==> config.mk <==
export PLATFORM = sky130hd
export DESIGN_NAME = pwf_div
export DESIGN_NICKNAME = d
export VERILOG_FILES = /design/src/rtl/core/pwf_div.sv
export SDC_FILE = /design/constraint.sdc
export NUM_CORES = 1
export LEC_CHECK = 0
export BUFFER_PORTS_ARGS = -buffer_cell sky130_fd_sc_hd__buf_2
export CORE_ASPECT_RATIO = 0.9
export CORE_MARGIN = 10
export CORE_UTILIZATION = 35
export CTS_CLUSTER_DIAMETER = 80
export DETAILED_ROUTE_END_ITERATION = 7
export PLACE_DENSITY = 0.66
export SLEW_MARGIN = 20
export SYNTH_ARGS = -nofsm -noshare
export SYNTH_HDL_FRONTEND = slang
export SYNTH_SLANG_ARGS = --single-unit
export TNS_END_PERCENT = 50
==> constraint.sdc <==
create_clock -name i_clk -period 3.2 [get_ports i_clk]
set_input_delay 0.16 -clock i_clk [delete_from_list [all_inputs] [get_ports i_clk]]
set_output_delay 0.16 -clock i_clk [all_outputs]
set_load 0.01 [all_outputs]
==> src/rtl/core/pwf_div.sv <==
`timescale 1ns / 1ps
`default_nettype none

module pwf_div (
    input  wire logic         i_clk,
    input  wire logic         i_rst_n,
    input  wire logic         i_start,
    input  wire logic [62:0]  i_num,
    input  wire logic [32:0]  i_den,
    output logic              o_done,
    output logic [62:0]       o_quo
);

    logic [62:0] r_quo;
    logic [33:0] r_rem;
    logic [32:0] r_den;
    logic [5:0]  r_cnt;
    logic        r_busy;
    logic        r_done;
    logic [33:0] w_shift;
    logic [34:0] w_trial;

    always_comb begin
        w_shift = {r_rem[32:0], r_quo[62]};
        w_trial = {1'b0, w_shift} - {2'b00, r_den};
    end

    always_ff @(posedge i_clk) begin
        if (!i_rst_n) begin
            r_busy <= 1'b0;
            r_done <= 1'b0;
            r_cnt  <= '0;
        end else begin
            r_done <= r_busy && (r_cnt == 6'd62);
            if (i_start) begin
                r_busy <= 1'b1;
                r_cnt  <= '0;
            end else if (r_busy) begin
                r_cnt <= r_cnt + 6'd1;
                if (r_cnt == 6'd62) begin
                    r_busy <= 1'b0;
                end
            end
        end
    end

    always_ff @(posedge i_clk) begin
        if (i_start) begin
            r_quo <= i_num;
            r_rem <= '0;
            r_den <= i_den;
        end else if (r_busy) begin
            if (!w_trial[34]) begin
                r_rem <= w_trial[33:0];
                r_quo <= {r_quo[61:0], 1'b1};
            end else begin
                r_rem <= w_shift;
                r_quo <= {r_quo[61:0], 1'b0};
            end
        end
    end

    assign o_done = r_done;
    assign o_quo  = r_quo;

endmodule

`default_nettype wire

==> out/metrics.yaml <==
status: "finished, final reports clean"
clk_pin_slew_ps: 80
power_mw: 5.224
crit_path_frequent_cell: "inv_1"
fin_worst_skew_ps: 17.01
row_count: 49
ys_seq_area_share_pct: 51.50
total_leakage_power_nw: 3.924
vias: 5722
viasPerCell: 5.082
synth_top_cell_area_share_pct: 40.08
wl_met3_um: 1915
cts_tree: "yes"
grt_overflow: 0
avgSynthCellArea_um2: 10.86
crit_fanout: 4
dieArea_mm2: 0.02669
synth_flop_cell: "edfxtp_1"
crit_chain: "inv_1, ha_1, inv_1, fa_2, a211oi_2, o211ai_2, a21oi_2, a2111o_1, nand2_1, and2_1, a2111oi_1, o21ai_0, and3b_1"
synth_edf_count: 96
drt-met1-wl_um: 8135
wl_met2_um: 8751
fill_cells: 1881
routed.top_layer: "met5"
finalHoldViolations: 0
fin_crit_sh_pct: 93.95
drc: 0
cts_buffers: 17
fmax_mhz: 332.6
port-buffer-count: 162
slew_headroom_pct: 51.20
tns_ps: 0
grtUsageTotal_pct: 14.54
worst_slack_ps: 193.5
setup_viol: 0
crit_type: "flip-flop to flip-flop"
antenna_found_initial: 2
syn_area_mm2: 0.007192
final_util_pct: 46.21
die_h_um: 156.0
grt_first_pass_wirelength_um: 31070
grt_max_degree: 128
peakVddDrop_mv: 0.3078
arrival_ps: 3320
drive_above_1_share_pct: 32.15
slowest_delay_ps: 410
place_hpwl_um: 13770
post-place-ws_ps: 1.748
yosysWarnings: 0
clk_path_buf_depth: 2
p_per_area_mw_per_mm2: 562.2
place_inst: 1059
ios: 163
cts_root_buf: "clkbuf_16"
die_w_um: 171.1
yosysTopAreaCell: "edfxtp_1"
hold_class: "primary input to flip-flop"
fin_cells: 1126
synth.area.top_cells: "edfxtp_1, dfxtp_1, mux2_2"
detail-route-antenna-nets: 0
n_antenna_cell: 0
drt-initial-drc-count: 378
first_global_vias: 5940
start_util_pct: 35.76
syn_to_final_growth_pct: 29.21
layout.nets: 993
worst_setup_path_end_kind: "flip-flop"
critical_path.slowest_cell: "edfxtp_1"
layout_commonest_cell: "buf_2"
async_reset_ff_share_pct: 0
routedWlPerCell_um: 16.89
clock-sinks: 137
maxCapViolations: 0
yosys.cell_types.count: 57
insertion_delay_ps: 430
start_kind: "flip-flop"
syn_inst: 662
most-common-layout-cells: "buf_2, edfxtp_1, nand2_1"
place.gp.congestion: 0.8404
rsz0062_at_grt: "true"
syn_nets: 797
slew_viol_final: 0
wirelength_um: 19020
h-tree-depth: 4
critical_path_required_ps: 3510
synth_seq_cells: 137
first_pass_iters: 5
tightest_slew_ps: 729.4
core_mm2: 0.02011
period_needed_ps: 3007
routing by layer:
layer	up-vias	track usage [%]
met2	175	22.68
met3	18	7.134
li1	2847	-
met5	-	0
met4	2	4.675
met1	2680	17.18
per-stage QoR:
stage	hold slack [ps]	cell area [um^2]
after global placement	337.3	8290
final	19.35	9293
after global routing	5.130	9293
after detailed placement	338.1	8290
after floorplan	258.9	7192
after CTS	4.340	9258
area by class of cell:
| class | count | area [um^2] | area share (%) |
|---|---|---|---|
| Tap cell | 255 | 319.1 | 3.433 |
| Multi-Input combinational cell | 449 | 3223 | 34.68 |
| Clock inverter | 15 | 198.9 | 2.141 |
| Inverter | 47 | 176.4 | 1.898 |
| Clock buffer | 17 | 425.4 | 4.578 |
| Sequential cell | 137 | 3705 | 39.87 |
| Timing Repair Buffer | 206 | 1245 | 13.40 |
state kept, by name, indices dropped and copies added, names as in the netlist:
name and cells:
o_done 1, o_quo 63, r_busy 1, r_cnt 6, r_den 33, r_rem 33
critical path, delay by kind of cell (launching register included):
family	cells	cell delay, ps
AO/OA/AOI/OAI	6	1340
adder cells (fa/ha/maj)	2	530
AND/OR/NAND/NOR	3	500
flip-flops	1	410
buffers and inverters	2	140
what timing repair did:
| item | in CTS | in global routing |
|---|---|---|
| pin swaps | 0 | 4 |
| buffers inserted | 0 | 1 |
| resized for setup | 1 | 7 |
| hold buffers | 34 | 0 |
| setup endpoints to repair | 3 | 32 |
| hold endpoints to repair | 35 | 0 |
logic make-up (layout without fill, tap and decap cells):
| logic type | count (synthesis) | count (layout) | share of synthesized area [%] |
|---|---|---|---|
| and+or+nand+nor | 179 | 179 | 10.60 |
| AOI/OAI and AO/OA | 145 | 145 | 14.39 |
| buffers and inverters | 76 | 285 | 4.123 |
| adders and majority gates | 36 | 36 | 6.367 |
| xor gates and xnor gates | 26 | 26 | 3.166 |
| DFF | 137 | 137 | 51.50 |
| muxes | 63 | 63 | 9.864 |
cells in the mapped netlist (13+ instances only):
cell type  instances
edfxtp_1          96
nand2_1           80
mux2_2            63
nor2_1            57
inv_1             47
dfxtp_1           41
a21oi_1           35
ha_1              35
a311oi_1          26
o21ai_0           20
clkbuf_1          18
xnor2_1           14
a21o_1            13
worst paths after layout:
kind,to,slack (ps),from,depth (start not counted)
max,r_rem[32],190,o_quo[62],13
min,o_quo[44],20,i_num[44],2
max reg2reg,r_rem[32],190,o_quo[62],13
min reg2reg,r_rem[13],490,r_rem[12],2
report_power, final:
part / internal, mW / switching [mW] / total [mW]
combinational: 0.463 / 0.584 / 1.05
clock: 1.07 / 0.929 / 2.00
sequential: 2.09 / 0.0924 / 2.18
total: 3.62 / 1.61 / 5.22
Note: power is estimated with default switching activity, not from simulation.
