File: config.mk
export PLATFORM = sky130hd
export DESIGN_NAME = pwf_mul
export DESIGN_NICKNAME = d
export VERILOG_FILES = /design/src/rtl/core/pwf_mul.sv
export SDC_FILE = /design/constraint.sdc
export NUM_CORES = 2
export LEC_CHECK = 0
export BUFFER_PORTS_ARGS = -buffer_cell sky130_fd_sc_hd__buf_2
export CORE_UTILIZATION = 30
export DETAILED_ROUTE_END_ITERATION = 6
export MAX_ROUTING_LAYER = met4
export PLACE_DENSITY = 0.5
export SLEW_MARGIN = 0
export SYNTH_ARGS = -nofsm -noshare
export SYNTH_HDL_FRONTEND = slang
export SYNTH_SLANG_ARGS = --single-unit
File: constraint.sdc
create_clock -name i_clk -period 14.3 [get_ports i_clk]
set_clock_uncertainty 0.15 [all_clocks]
set_input_delay 2.86 -clock i_clk [delete_from_list [all_inputs] [get_ports i_clk]]
set_output_delay 2.86 -clock i_clk [all_outputs]
set_load 0.05 [all_outputs]
File: src/rtl/core/pwf_mul.sv
`timescale 1ns / 1ps
`default_nettype none

module pwf_mul (
    input  wire logic         i_clk,
    input  wire logic         i_rst_n,
    input  wire logic         i_start,
    input  wire logic [63:0]  i_a,
    input  wire logic [63:0]  i_b,
    output logic              o_done,
    output logic [127:0]      o_prod
);

    logic [63:0]  r_a;
    logic [63:0]  r_b;
    logic [127:0] r_acc;
    logic [1:0]   r_cnt;
    logic         r_busy;
    logic         r_done;
    logic [31:0]  w_pa;
    logic [31:0]  w_pb;
    logic [63:0]  w_pp;
    logic [127:0] w_sh;

    always_comb begin
        w_pa = r_cnt[1] ? r_a[63:32] : r_a[31:0];
        w_pb = r_cnt[0] ? r_b[63:32] : r_b[31:0];
        w_pp = w_pa * w_pb;
        case (r_cnt)
            2'd0:    w_sh = {64'd0, w_pp};
            2'd3:    w_sh = {w_pp, 64'd0};
            default: w_sh = {32'd0, w_pp, 32'd0};
        endcase
    end

    always_ff @(posedge i_clk) begin
        if (!i_rst_n) begin
            r_busy <= 1'b0;
            r_done <= 1'b0;
            r_cnt  <= 2'd0;
        end else begin
            r_done <= r_busy && (r_cnt == 2'd3);
            if (i_start) begin
                r_busy <= 1'b1;
                r_cnt  <= 2'd0;
            end else if (r_busy) begin
                r_cnt <= r_cnt + 2'd1;
                if (r_cnt == 2'd3) begin
                    r_busy <= 1'b0;
                end
            end
        end
    end

    always_ff @(posedge i_clk) begin
        if (i_start) begin
            r_a   <= i_a;
            r_b   <= i_b;
            r_acc <= '0;
        end else if (r_busy) begin
            r_acc <= r_acc + w_sh;
        end
    end

    assign o_done = r_done;
    assign o_prod = r_acc;

endmodule

`default_nettype wire

==> out/results.ini <==
[logic_synthesis]
syn_inst = 5810
synthAdderAreaFrac = 0.452
synth-seq-cells = 260
synth_area_mm2 = 0.0507
synth_edf_count = 128
syn_avg_cell_area_um2 = 8.73
synth_cell_types = 87
ys_warn_count = 0
synth-xor-area-share = 0.0309
synth_compound_area_frac = 0.111
synth_top_family_by_area = adder cells
async_flop_share = 0
synth_ff_type = dfxtp_1
synth-simple-area-share = 0.150
synth_mux_area_frac = 0.0384
ys_seq_area_frac = 0.128
synth_fp_nets = 7237

[floorplan]
core_area_mm2 = 0.168
num_rows = 150
die_w_um = 413
dieArea_mm2 = 0.171
fp.dieH_um = 413
start_util = 0.303
io_pins = 260

[setup_path]
crit_buf_inv = 5
cp_top_family = adder cells
start_kind = register
crit_required_ns = 14.69
worstPathArrival_ns = 14.15
crit_fanout = 36
end_kind = register
critPathMaxStageDelay_ns = 0.71
rr_startpoint = r_cnt[0]
worstSetupStartpoint = r_cnt[0]
slowest_stage = dfxtp_4
path_class = reg2reg
crit_path_frequent_cell = fa_1

[layout]
layout.nets = 7349
drive_above_1_share = 0.0968
layout_commonest_cell = inv_1
syn_to_final_growth_pct = 10.7
fillCellCount = 17626
fin_cells = 8158
final_cell_mix = inv_1, fa_1, nor2_1, nand2_1, ha_1

[clock_tree]
cts_tree = done
cts_buffers = 37
cts.sinks = 260
clk_latency_ns = 0.66
cts-root-buf = clkbuf_16
cts_max_level = 2
cts.reportedPaths.clkPinSlew_ns = 0.07
cts_buffer_depth = 3

[route]
dr.pass1.iters = 6
vias_per_cell = 5.24
drt-wirelength-per-cell_um = 25.0
finalWirelength_mm = 204
drcViolationCount = 0
drtIter0Drc = 3598
ant_nets = 0
vias = 42726

[global_routing]
grt_pass1_vias = 43765
grt_max_degree = 71
grt_pass1_wl_mm = 297
grt_antenna_before_repair = 10
grt_util_all_layers = 0.245
grt-ovfl-total = 0

[place]
io_buffers = 259
gp_congestion = 0.961
dp.cells = 8082
place_worst_setup_slack_ns = 0.551
place_hpwl_mm = 168

[hold_path]
hold_class = reg2reg
min_from = o_prod[70]

[sta]
hold_viol = 0
drv_slew = 14
worst_slack_ns = 0.537
setup_viol = 0
post-route-period-util = 0.962
worst_pin_slew_ns = 1.51
fmax_mhz = 72.7
slew_headroom = -0.0262
tns_ns = 0
period_needed_ns = 13.76
rsz0062_at_grt = false

[run_status]
violations = capacitance limit, slew limit
status = finished, violations left

[job]
cap_violations = 1

==> state kept, by name, summed over array words and instances, names as in the netlist <==
name	flops
o_done	1
o_prod	128
r_a	64
r_b	64
r_busy	1
r_cnt	2
==> synthesized netlist by cell type, types with 7 or more instances <==
library cell | count | area [um2]
nor3_1 | 50 | 250
and4_1 | 14 | 123
o21bai_1 | 54 | 405
mux2i_1 | 125 | 1250
edfxtp_1 | 128 | 3840
fa_1 | 897 | 18000
a31oi_1 | 23 | 144
dfxtp_1 | 132 | 2640
and3_1 | 24 | 150
o22ai_1 | 11 | 68.8
nor2b_1 | 17 | 106
o211ai_1 | 11 | 82.6
a211oi_1 | 20 | 150
o31ai_1 | 13 | 97.6
a21boi_0 | 9 | 67.6
a21o_1 | 128 | 961
nor2_1 | 809 | 3040
nand4_1 | 80 | 500
o21ai_0 | 177 | 886
or3_1 | 7 | 43.8
buf_1 | 18 | 67.6
o21ai_1 | 19 | 95.1
xor2_1 | 62 | 543
clkbuf_1 | 265 | 995
inv_1 | 915 | 3430
xnor2_1 | 117 | 1020
nand3_1 | 35 | 175
or2_2 | 11 | 68.8
a22o_1 | 53 | 464
ha_1 | 399 | 4990
and2_1 | 59 | 369
nand2_1 | 658 | 2470
mux2_2 | 58 | 653
a21oi_1 | 260 | 1300
o21a_1 | 18 | 135
nand2b_1 | 17 | 106
==> timing repair <==
| item | 4_1_cts | 5_1_grt |
|---|---|---|
| gates resized for setup | 0 | 10 |
| buffers inserted | 0 | 4 |
| setup endpoints to repair | 0 | 1 |
| hold buffers | 0 | 0 |
==> worst paths after layout <==
check           endpoint  slack, ns  cells past startpoint
max          o_prod[127]       0.54                     39
min           o_prod[70]       0.33                      2
max reg2reg  o_prod[127]       0.54                     39
min reg2reg   o_prod[70]       0.33                      2
==> per-stage QoR <==
stage	utilization	area, um2	hold WS (ns)
6_report	0.335	56100	0.334
5_1_grt	0.335	56100	0.344
4_1_cts	0.334	56000	0.330
3_5_place_dp	0.327	54800	0.320
3_3_place_gp	0.327	54800	0.315
2_1_floorplan	-	50700	0.524
==> cells by family after synthesis <==
logic type,after synthesis
and+or+nand+nor,1809
adders and majority gates,1296
buffers and inverters,1204
AOI/OAI and AO/OA,875
DFF,260
muxes,187
xor gates and xnor gates,179
==> worst reg2reg max path, delay by kind of cell, from the launching register on <==
family	cells	cell delay [ns]
and+or+nand+nor	10	3.01
adders and majority gates	10	5.00
AOI/OAI and AO/OA	12	3.05
muxes	1	0.23
buffers and inverters	5	1.23
DFF	1	0.71
xor gates and xnor gates	1	0.27
==> layer usage <==
| layer | GRT usage | vias up | share of wire | wire length (um) |
|---|---|---|---|---|
| li1 | - | 18801 | - | - |
| met1 | 0.332 | 22042 | 0.44 | 90400 |
| met2 | 0.373 | 1591 | 0.45 | 91700 |
| met3 | 0.0325 | 292 | 0.067 | 13600 |
| met4 | 0.0879 | 0 | 0.040 | 8050 |
| met5 | - | - | 0 | 0 |
==> area by class of cell <==
type	instances	area, um2	area share
inverters	915	3430	0.0612
flip-flops and latches	260	6500	0.116
clock buffers	44	995	0.0177
clock inverters	21	213	0.00379
repair buffers	361	2130	0.0380
well taps	2204	2760	0.0491
diodes	6	15.0	0.000268
multi-input cells	4347	40100	0.714
Power is left out: the tool's default activity adds up to more than one toggle a clock period on the data nets, which glitch-free logic cannot reach.
